### src/hw/rtl/clutd_pkg.sv
// Shared types, codes and helpers of the CLUT texture decoder.
// No dependencies; used by the top level.
package clutd_pkg;

    // request kinds
    localparam logic CMD_WRITE  = 1'b0;
    localparam logic CMD_DECODE = 1'b1;

    // configuration register indexes
    localparam logic REG_PIXEL_MODE    = 1'b0;
    localparam logic REG_PALETTE_COUNT = 1'b1;

    // pixel modes; mode 3 behaves as direct color
    localparam logic [1:0] MODE_4BIT  = 2'd0;
    localparam logic [1:0] MODE_8BIT  = 2'd1;
    localparam logic [1:0] MODE_16BIT = 2'd2;

    localparam logic [3:0] NIBBLE_MASK  = 4'hF;
    localparam logic [7:0] ALPHA_OPAQUE = 8'hFF;

    // where a pixel's color word comes from
    typedef enum logic [1:0] {
        SRC_TABLE  = 2'd0,
        SRC_ZERO   = 2'd1,
        SRC_DIRECT = 2'd2
    } src_t;

    // control carried alongside a table read
    typedef struct packed {
        src_t        src;
        logic [15:0] direct;
        logic        last;
    } pix_ctl_t;

    // 5-bit channel to 8 bits by top-bit replication
    function automatic logic [7:0] expand5(input logic [4:0] c);
        return {c, c[4:2]};
    endfunction

endpackage

### src/hw/rtl/clutd_palette_ram.sv
// Color table storage: one write port, one registered read port.
// Depends on nothing; instantiated by clut_texture_decode_bgr555.
module clutd_palette_ram #(
    parameter int DEPTH = 256,
    parameter int IDX_W = 8
) (
    input  logic             clk,
    input  logic             we,
    input  logic [IDX_W-1:0] waddr,
    input  logic [15:0]      wdata,
    input  logic             re,
    input  logic [IDX_W-1:0] raddr,
    output logic [15:0]      rdata
);

    logic [15:0] mem [DEPTH];
    logic [15:0] rdata_reg;

    // read-before-write on a shared address
    always_ff @(posedge clk)
    begin
        if (we)
        begin
            mem[waddr] <= wdata;
        end
        if (re)
        begin
            rdata_reg <= mem[raddr];
        end
    end

    assign rdata = rdata_reg;

endmodule

### src/hw/rtl/clut_texture_decode_bgr555.sv
// Top level of the CLUT texture decoder: BGR555 halfwords to RGBA pixels.
// Depends on clutd_pkg and clutd_palette_ram.
//
//   channel  | dir | handshake            | payload
//   ---------+-----+----------------------+------------------------------------------
//   in       | in  | in_valid / in_ready  | cmd palette_index palette_color
//            |     |                      | texture_word final_word
//   out      | out | out_valid/out_ready  | red green blue alpha last_pixel
//   cfg      | in  | cfg_we (no wait)     | cfg_addr cfg_wdata
//
// Pixels: a decode request yields 4 pixels in 4-bit mode, 2 in 8-bit mode and
//   1 in direct mode; a table write yields none. The single read port of the
//   color table gives one read, hence one pixel, per cycle unless stalled.
// Path: sequencer, then read stage (table read), then output register.
// Reset: control and config clear at once; no clearing pass, the table is
//   undefined until written.
// Stalls: the output register frees the pipe, so a new request is taken in
//   the same cycle as the last table read of the previous one.
module clut_texture_decode_bgr555 #(
    parameter int PALETTE_DEPTH = 256
) (
    input  logic        clk,
    input  logic        rst_n,

    input  logic        cfg_we,
    input  logic        cfg_addr,
    input  logic [8:0]  cfg_wdata,

    input  logic        in_valid,
    output logic        in_ready,
    input  logic        cmd,
    input  logic [7:0]  palette_index,
    input  logic [15:0] palette_color,
    input  logic [15:0] texture_word,
    input  logic        final_word,

    output logic        out_valid,
    input  logic        out_ready,
    output logic [7:0]  red,
    output logic [7:0]  green,
    output logic [7:0]  blue,
    output logic [7:0]  alpha,
    output logic        last_pixel
);

    localparam int         IDX_W     = $clog2(PALETTE_DEPTH);
    localparam logic [8:0] DEPTH_LIM = 9'(PALETTE_DEPTH);

    // configuration
    logic [1:0] mode_reg;
    logic [8:0] count_reg;

    // sequencer: the halfword being split into pixels
    logic        seq_valid_reg;
    logic [1:0]  seq_cnt_reg;     // pixels left after the current one
    logic [15:0] seq_word_reg;
    logic [1:0]  seq_mode_reg;
    logic        seq_fin_reg;

    // read stage: table read in flight
    logic                rd_valid_reg;
    clutd_pkg::pix_ctl_t rd_ctl_reg;
    clutd_pkg::pix_ctl_t rd_ctl_next;

    // output register
    logic       out_valid_reg;
    logic [7:0] red_reg;
    logic [7:0] green_reg;
    logic [7:0] blue_reg;
    logic [7:0] alpha_reg;
    logic       last_reg;

    logic             out_free;
    logic             rd_move;
    logic             rd_free;
    logic             issue;
    logic             seq_done;
    logic             in_take;
    logic             dec_take;
    logic             wr_take;
    logic             ram_we;
    logic [7:0]       seq_idx;
    logic             in_table;
    logic [IDX_W-1:0] ram_raddr;
    logic [15:0]      ram_rdata;
    logic [15:0]      color;
    logic [1:0]       cnt_load;

    // -------- pipeline flow --------
    assign out_free = !out_valid_reg || out_ready;
    assign rd_move  = rd_valid_reg && out_free;
    assign rd_free  = !rd_valid_reg || rd_move;
    assign issue    = seq_valid_reg && rd_free;
    assign seq_done = issue && (seq_cnt_reg == 2'd0);

    // a write may pass only once every pixel of an earlier decode has read
    assign in_ready = !seq_valid_reg || seq_done;
    assign in_take  = in_valid && in_ready;
    assign dec_take = in_take && (cmd == clutd_pkg::CMD_DECODE);
    assign wr_take  = in_take && (cmd == clutd_pkg::CMD_WRITE);
    assign ram_we   = wr_take && ({1'b0, palette_index} < DEPTH_LIM);

    // -------- configuration --------
    always_ff @(posedge clk or negedge rst_n)
    begin
        if (!rst_n)
        begin
            mode_reg  <= clutd_pkg::MODE_4BIT;
            count_reg <= 9'd0;
        end
        else if (cfg_we)
        begin
            unique case (cfg_addr)
                clutd_pkg::REG_PIXEL_MODE:    mode_reg  <= cfg_wdata[1:0];
                clutd_pkg::REG_PALETTE_COUNT: count_reg <= cfg_wdata;
                default: ;
            endcase
        end
    end

    // -------- sequencer --------
    always_comb
    begin
        case (mode_reg)
            clutd_pkg::MODE_4BIT: cnt_load = 2'd3;
            clutd_pkg::MODE_8BIT: cnt_load = 2'd1;
            default:              cnt_load = 2'd0;
        endcase
    end

    always_ff @(posedge clk or negedge rst_n)
    begin
        if (!rst_n)
        begin
            seq_valid_reg <= 1'b0;
            seq_cnt_reg   <= 2'd0;
        end
        else if (dec_take)
        begin
            seq_valid_reg <= 1'b1;
            seq_cnt_reg   <= cnt_load;
        end
        else if (issue)
        begin
            if (seq_cnt_reg == 2'd0)
            begin
                seq_valid_reg <= 1'b0;
            end
            else
            begin
                seq_cnt_reg <= seq_cnt_reg - 2'd1;
            end
        end
    end

    always_ff @(posedge clk)
    begin
        if (dec_take)
        begin
            seq_word_reg <= texture_word;
            seq_mode_reg <= mode_reg;
            seq_fin_reg  <= final_word;
        end
        else if (issue)
        begin
            // low pixel first: shift the next one down
            if (seq_mode_reg == clutd_pkg::MODE_4BIT)
            begin
                seq_word_reg <= {4'd0, seq_word_reg[15:4]};
            end
            else
            begin
                seq_word_reg <= {8'd0, seq_word_reg[15:8]};
            end
        end
    end

    // current index and range check against count and table size
    assign seq_idx  = (seq_mode_reg == clutd_pkg::MODE_4BIT)
                    ? {4'd0, seq_word_reg[3:0] & clutd_pkg::NIBBLE_MASK}
                    : seq_word_reg[7:0];
    assign in_table = ({1'b0, seq_idx} < count_reg) && ({1'b0, seq_idx} < DEPTH_LIM);
    assign ram_raddr = seq_idx[IDX_W-1:0];

    always_comb
    begin
        rd_ctl_next.direct = seq_word_reg;
        rd_ctl_next.last   = seq_fin_reg && (seq_cnt_reg == 2'd0);
        if ((seq_mode_reg == clutd_pkg::MODE_4BIT) || (seq_mode_reg == clutd_pkg::MODE_8BIT))
        begin
            rd_ctl_next.src = in_table ? clutd_pkg::SRC_TABLE : clutd_pkg::SRC_ZERO;
        end
        else
        begin
            rd_ctl_next.src = clutd_pkg::SRC_DIRECT;
        end
    end

    // -------- color table --------
    clutd_palette_ram #(
        .DEPTH (PALETTE_DEPTH),
        .IDX_W (IDX_W)
    ) u_ram (
        .clk   (clk),
        .we    (ram_we),
        .waddr (palette_index[IDX_W-1:0]),
        .wdata (palette_color),
        .re    (issue),
        .raddr (ram_raddr),
        .rdata (ram_rdata)
    );

    // -------- read stage --------
    always_ff @(posedge clk or negedge rst_n)
    begin
        if (!rst_n)
        begin
            rd_valid_reg <= 1'b0;
        end
        else if (issue)
        begin
            rd_valid_reg <= 1'b1;
        end
        else if (rd_move)
        begin
            rd_valid_reg <= 1'b0;
        end
    end

    always_ff @(posedge clk)
    begin
        if (issue)
        begin
            rd_ctl_reg <= rd_ctl_next;
        end
    end

    always_comb
    begin
        case (rd_ctl_reg.src)
            clutd_pkg::SRC_TABLE:  color = ram_rdata;
            clutd_pkg::SRC_DIRECT: color = rd_ctl_reg.direct;
            default:               color = 16'd0;
        endcase
    end

    // -------- output register --------
    always_ff @(posedge clk or negedge rst_n)
    begin
        if (!rst_n)
        begin
            out_valid_reg <= 1'b0;
        end
        else if (rd_move)
        begin
            out_valid_reg <= 1'b1;
        end
        else if (out_ready)
        begin
            out_valid_reg <= 1'b0;
        end
    end

    always_ff @(posedge clk)
    begin
        if (rd_move)
        begin
            red_reg   <= clutd_pkg::expand5(color[4:0]);
            green_reg <= clutd_pkg::expand5(color[9:5]);
            blue_reg  <= clutd_pkg::expand5(color[14:10]);
            // bit 15 counts in the zero test
            alpha_reg <= (color == 16'd0) ? 8'd0 : clutd_pkg::ALPHA_OPAQUE;
            last_reg  <= rd_ctl_reg.last;
        end
    end

    assign out_valid  = out_valid_reg;
    assign red        = red_reg;
    assign green      = green_reg;
    assign blue       = blue_reg;
    assign alpha      = alpha_reg;
    assign last_pixel = last_reg;

endmodule

### config.mk
export PLATFORM = sky130hd
export DESIGN_NAME = clut_texture_decode_bgr555
export DESIGN_NICKNAME = d
export VERILOG_FILES = /design/src/hw/rtl/clutd_pkg.sv /design/src/hw/rtl/clutd_palette_ram.sv /design/src/hw/rtl/clut_texture_decode_bgr555.sv
export SDC_FILE = /design/constraint.sdc
export NUM_CORES = 2
export LEC_CHECK = 0
export BUFFER_PORTS_ARGS = -buffer_cell sky130_fd_sc_hd__buf_2
export CAP_MARGIN = 20
export CORE_UTILIZATION = 60
export CTS_CLUSTER_DIAMETER = 80
export DETAILED_ROUTE_END_ITERATION = 10
export GPL_ROUTABILITY_DRIVEN = 0
export PLACE_DENSITY = 0.76
export SLEW_MARGIN = 20
export SYNTH_ARGS = -nofsm -noshare
export SYNTH_HDL_FRONTEND = slang
export SYNTH_HIERARCHICAL = 1
export SYNTH_SLANG_ARGS = --single-unit
### constraint.sdc
create_clock -name clk -period 3.79 [get_ports clk]
set_input_delay 0.5685 -clock clk [delete_from_list [all_inputs] [get_ports clk]]
set_output_delay 0.5685 -clock clk [all_outputs]
set_load 0.03 [all_outputs]
## Word level (Yosys, flattened, before mapping)

Memories as Yosys holds them, arrays and structs flattened. A register that Yosys moved wholly into a read port is not among the register bits.
Cells that the tools add are included.

- Output and inout port bits: 35
- RAM bits: 4096
- Memories: 1
- Flip-flop bits (word level): 87

Memory list:

| memory | words | bits a word | rd ports | clocked after Yosys merged registers in | write ports | line | source |
|---|---|---|---|---|---|---|---|
| u_ram.mem | 256 | 16 | 1 | 1 | 1 | clutd_palette_ram.sv:16 | `logic [15:0] mem [DEPTH];` |

- Reductions and logical operators: 27
- Magnitude comparators: 1
- Multiplexer cells: 20
- Add/sub/neg operators: 1
- Bitwise operators: 2
- Eq/ne operators: 4

Operators with widths:

| cell | count |
|---|---|
| 2-to-1 mux 16 bit | 2 |
| case mux 16 bit (2 select lines) | 1 |
| logical NOT 16 bit | 1 |
| 2-to-1 mux 8 bit | 2 |
| 2-to-1 mux 12 bit | 1 |
| 2-to-1 mux 1 bit | 10 |
| less-than comparator 8 x 9 -> 1 bit | 1 |
| logical NOT 2 bit | 4 |
| AND reduction 2 bit | 4 |
| nonzero test 2 bit | 4 |
| logical AND 1 bit | 7 |
| 2-to-1 mux 2 bit | 3 |
| == test 2 x 1 -> 1 bit, second input constant | 2 |
| logical OR 1 bit | 4 |
| case mux 2 bit (2 select lines) | 1 |
| logical NOT 1 bit | 3 |
| == test 2 bit, second input constant | 1 |
| != test 2 bit, second input constant | 1 |
| NOT 1 bit | 2 |
| subtractor 2 x 1 -> 2 bit, second input constant | 1 |

## Longest topological paths before layout

- Depth after elaboration: 11
- Mapped depth: 13
- Gate-level depth less buffers: 8

## Hierarchy

Netlist, hierarchy kept.

By module, submodules not included:

| module | area each (µm²) | cells an instance | times used |
|---|---|---|---|
| clutd_palette_ram | 158874.9 | 7360 | 1 |
| clut_texture_decode_bgr555 | 3303.2 | 234 | 1 |

## Least setup slack after synthesis

No wires, ideal clock.

- Path kind: input port to flip-flop
- From: in out_ready
- To: mem u_ram.mem[234][0], enable pin
- Path buffers: 3
- Arrival: 2726 ps
- Cell stages on the path: 9
- Setup time: 388 ps
- Data required time: 3402 ps
- Slack: 675 ps
- Path through: nand3b_4 -> a21bo_4 -> nand2_1 -> nor2_1 -> clkbuf_1 -> clkbuf_1 -> nand3_1 -> clkbuf_1 -> nor2_1

- Word-level cells in the longest chain between the ends: 10

Ends and longest elaborated chain:

| item | line | source |
|---|---|---|
| start: declaration | clut_texture_decode_bgr555.sv:38 | `input logic out_ready,` |
| logical OR 1 bit | clut_texture_decode_bgr555.sv:90 | `assign out_free = !out_valid_reg \|\| out_ready;` |
| logical AND 1 bit | clut_texture_decode_bgr555.sv:91 | `assign rd_move = rd_valid_reg && out_free;` |
| logical OR 1 bit | clut_texture_decode_bgr555.sv:92 | `assign rd_free = !rd_valid_reg \|\| rd_move;` |
| logical AND 1 bit | clut_texture_decode_bgr555.sv:93 | `assign issue = seq_valid_reg && rd_free;` |
| logical AND 1 bit | clut_texture_decode_bgr555.sv:94 | `assign seq_done = issue && (seq_cnt_reg == 2'd0);` |
| logical OR 1 bit | clut_texture_decode_bgr555.sv:97 | `assign in_ready = !seq_valid_reg \|\| seq_done;` |
| via in_ready | clut_texture_decode_bgr555.sv:30 | `output logic in_ready,` |
| logical AND 1 bit | clut_texture_decode_bgr555.sv:98 | `assign in_take = in_valid && in_ready;` |
| logical AND 1 bit | clut_texture_decode_bgr555.sv:100 | `assign wr_take = in_take && (cmd == clutd_pkg::CMD_WRITE);` |
| via ram_we | clut_texture_decode_bgr555.sv:81 | `logic ram_we;` |
| 2-to-1 mux 1 bit | clutd_palette_ram.sv:22 | `if (we)` |
| 2-to-1 mux 1 bit (implied by the code) | clutd_palette_ram.sv:24 | `mem[waddr] <= wdata;` |
| end: declaration | clutd_palette_ram.sv:16 |  |

The timed path passes the listed nets, and every way through them passes these cells.

## Final worst setup path

- From: reg seq_word_reg[1]
- To: reg u_ram.rdata_reg[14], in the netlist u_ram/rdata[14], read port of u_ram.mem (data pin)

- Word-level cells in the longest chain between the ends: 1

Ends and longest elaborated chain:

| item | line | source |
|---|---|---|
| start: declaration | clut_texture_decode_bgr555.sv:56 | `logic [15:0] seq_word_reg;` |
| start signal: assignment | clut_texture_decode_bgr555.sv:160 | `seq_word_reg <= texture_word;` |
| start signal: assignment | clut_texture_decode_bgr555.sv:169 | `seq_word_reg <= {4'd0, seq_word_reg[15:4]};` |
| start signal: assignment | clut_texture_decode_bgr555.sv:173 | `seq_word_reg <= {8'd0, seq_word_reg[15:8]};` |
| 2-to-1 mux 8 bit | clut_texture_decode_bgr555.sv:180 | `? {4'd0, seq_word_reg[3:0] & clutd_pkg::NIBBLE_MASK}` |
| end: declaration | clutd_palette_ram.sv:17 | `logic [15:0] rdata_reg;` |

Every way passes these cells.
A chain may end at the register's enable or synchronous reset.

==> key figures <==
Timing
  – Crit path time final: 3.86 ns
  – Slew HR: 18.8%
  – Post-Route Skew: 0.0758 ns
  – Count of final setup violators: 2
  – Hold slack: 0.0516 ns
  – Final worst slack: -0.0672 ns
  – Final Hold Fails: 0
  – Maximum clock frequency: 259 MHz
  – Final worst-path cycle share: 102%
  – RSZ-0062 raised after global routing: false
  – Slew Viols, Final: 0
  – Worst-margin pin slew: 1.21 ns

Placement
  – DP Worst Slack: -0.591 ns
  – Post-Place Cells: 11.4k
  – DP HPWL: 256 mm
  – Port Buffer Count: 91

Clock tree
  – Clock Latency Late Sink: 0.92 ns
  – CTS tree: yes
  – H-tree lvl count: 5
  – CTS Buf Count: 407
  – CTS root buf: clkbuf_16
  – Clock-pin slew on the worst setup and hold paths: 0.06 ns
  – Max Root-Sink Buffers: 4
  – Num Clock Sinks: 4183

Finish
  – Largest register FFs: 4096
  – Fillers: 15.4k
  – Fin util: 68.7%
  – Area delta synth->final: 13.7%
  – Layout cells sized above 1: 27.1%
  – Cell Count, Final, Fillers Out: 12.2k
  – Final net count: 8379

Min path
  – Worst hold path startpoint: cfg_addr
  – Min-Delay Path Class: input pin to flip-flop
  – Hold Path Sink: mode_reg[0]$_DFFE_PN0P_
  – Hold path depth: 3

Drt
  – Initial DRT Pass Iterations: 6
  – Initial DRC count: 13.9k
  – Vias per cell: 6.98
  – Vias: 85.2k
  – WL per Instance: 35.7 um
  – DRC viols: 0
  – Final WL: 436 mm
  – Antenna Nets Post-Route: 0

Worst setup path
  – R2r worst-path depth: 10
  – CP required: 4.47 ns
  – Arrival @ worst endpoint: 4.54 ns
  – R2r setup slk: -0.07 ns
  – RR Startpoint: seq_word_reg[1]$_DFFE_PP_
  – Worst r2r dst: u_ram/rdata[14]$_DFFE_PP_
  – Setup crit end kind: flip-flop
  – Startpoint types: flip-flop
  – Critical Path Fanout Max: 32
  – Crit Path Category: flip-flop to flip-flop

Yosys
  – Synth Area in Compound Gates: 3.50%
  – Syn nets: 7659
  – Synthesized flop and latch total: 4183
  – Yosys warnings: 6
  – Proportion of synthesized area in mux cells: 15.5%
  – Synth unique cells: 62
  – Mean Syn Cell Area: 21.4 sq um
  – Top_reg_cell synth: edfxtp_1
  – Leading area contributor after synthesis: edfxtp_1
  – XOR/XNOR Fraction of Synth Area: 0.00540%
  – Post-Syn Instances: 7594
  – Synth top area cells: edfxtp_1, mux4_2, mux2i_1
  – Top cell type's share of synthesized area: 77.2%
  – Post-synth EDFFs: 4167
  – Adder-Cell Fraction of Synth Area: 0.0617%
  – Simple-Gate Fraction of Synth Area: 1.75%
  – Ys async rst share: 0.383%
  – Mapped Area: 162000 sq um
  – Register area share after synthesis: 77.4%
  – Main combinational cell family by area after synthesis: multiplexers

Global routing
  – Grt total ovfl: 0
  – Grt peak-use layer: met2
  – Met3 Usage GRT: 8.44%
  – Global Route Usage Sum: 32.0%
  – Vias in the first global route: 83.8k
  – Met1 usage: 44.0%
  – Initial antenna violation count: 24
  – GRT met2 Usage: 49.2%
  – Global-route wire length before repair: 614 mm
  – Largest net degree at the start of global routing: 170

Floorplan
  – Num rows: 190
  – Die width: 522 um
  – Number of I/O pins: 92
  – Effective utilization at floorplan: 60.4%
  – Die ar.: 272000 sq um
  – Core area: 268000 sq um
  – Die Span Y: 522 um

Power and ir drop
  – VDD IR max: 0.642 mV
  – P_leak: 59.3 nW
  – PwrDens: 706 nW/um^2
  – Pwr Total: 0.130 W

Outcome
  – Failing checks: negative setup slack
  – Status: finished, violations left

Run
  – Max-Cap Viols: 0
how the worst max path moves through the flow:
stage | cells past startpoint | from | slack (ns) | to
final | 10 | seq_word_reg[1]$_DFFE_PP_ | -0.07 | u_ram/rdata[14]$_DFFE_PP_
after global routing | 12 | seq_word_reg[0]$_DFFE_PP_ | 0.003 | u_ram/rdata[3]$_DFFE_PP_
after CTS | 9 | seq_word_reg[0]$_DFFE_PP_ | -0.08 | u_ram/rdata[1]$_DFFE_PP_
after detailed placement | 9 | seq_word_reg[0]$_DFFE_PP_ | -0.59 | u_ram/rdata[1]$_DFFE_PP_
after global placement | 11 | seq_word_reg[0]$_DFFE_PP_ | -0.64 | u_ram/rdata[1]$_DFFE_PP_
after floorplan | 9 | out_ready | 0.68 | u_ram/mem[234][0]$_DFFE_PP_
layout by cell type, fill, tap and decap left out, types with 19 or more instances in the layout:
cell           Yosys  layout
nor3_1            93      85
nand4_1           27      27
o221ai_1         252     252
a221oi_1          28      27
a211oi_1          19      19
clkbuf_1         233      70
clkinv_1           0     103
dlygate4sd3_1      0      27
nor2_2             1      58
a22o_1            32      30
clkinv_2           0      69
a22oi_1           43      43
nor4_1            22      22
nand2_1           45      45
o22ai_1          148     148
mux2_2           114     114
edfxtp_1        4167    4167
bufinv_16          0      34
nand3_1           35      28
buf_12             5     103
a21oi_1          176     175
buf_4             42     560
mux2i_1          586     586
nor2_1           325     268
mux4_2           797     797
o21ai_0           39      39
buf_2             79      75
clkbuf_16          0     417
through the flow:
| stage | setup TNS [ns] | cell area [sq um] |
|---|---|---|
| 6_report | -0.0958 | 184000 |
| 5_1_grt | 0 | 184000 |
| 4_1_cts | -0.0836 | 184000 |
| 3_5_place_dp | -1.54 | 171000 |
| 3_3_place_gp | -1.27 | 171000 |
| 2_1_floorplan | 0 | 162000 |
critical path: stages (launching register included):
cell and delay [ns]:
edfxtp_1 0.41, buf_12 0.18, or2_4 0.44, buf_12 0.27
buf_12 0.19, o221ai_1 0.21, buf_4 0.19, o22ai_1 0.17
a22oi_1 0.49, nand3_1 0.49, nor4_1 0.53
kinds of logic after synthesis:
family	count (synthesis)
adder cells (fa/ha/maj)	8
XOR/XNOR	1
multiplexers	1499
AO/OA/AOI/OAI	794
AND/OR/NAND/NOR	616
buffers and inverters	493
flip-flops	4183
synthesized netlist by cell type, drive strengths merged (15+ instances only):
cell type  number
o221ai        253
nand2          45
o21ai          41
o22ai         148
nand3          36
o32ai          21
mux2          116
edfxtp       4167
nor2          326
mux4          797
a221oi         28
a211oi         19
a21oi         176
mux2i         586
nand4          27
clkbuf        233
nor2b          15
a22oi          43
nor3           93
dfrtp          16
nor4           23
o31ai          16
a22o           32
inv            18
buf           242
routing by layer:
layer	share of wire [%]	vias to the layer above
met3	14	1054
met2	47	6711
met1	35	43884
met4	4.9	22
li1	-	33554
met5	0.057	-
timing repair:
action | 4_1_cts | 5_1_grt
pin swaps | 0 | 1
gates cloned | 0 | 1
gates resized for setup | 19 | 9
setup buffers | 2 | 2
setup endpoints to repair | 9 | 10
hold buffers | 27 | 0
hold endpoints to repair | 54 | 0
area by class of cell:
cell class / instances / area [sq um] / area share (%)
tap: 3552 / 4440 / 2.41
clock inverter: 240 / 2200 / 1.19
sequential: 4183 / 126000 / 68.1
clock buffer: 490 / 10700 / 5.82
multi-input combinational: 2918 / 34100 / 18.5
timing repair buffer: 786 / 7250 / 3.93
inverter: 18 / 80.1 / 0.0434
antenna: 16 / 40.0 / 0.0217
power by group:
group / internal [W] / switching, W / leakage (nW)
registers: 0.0516 / 0.000568 / 37.7
clock network: 0.0225 / 0.0171 / 6.31
logic: 0.0158 / 0.0226 / 15.3
total: 0.0899 / 0.0402 / 59.3
(Power assumes the default switching activity.)
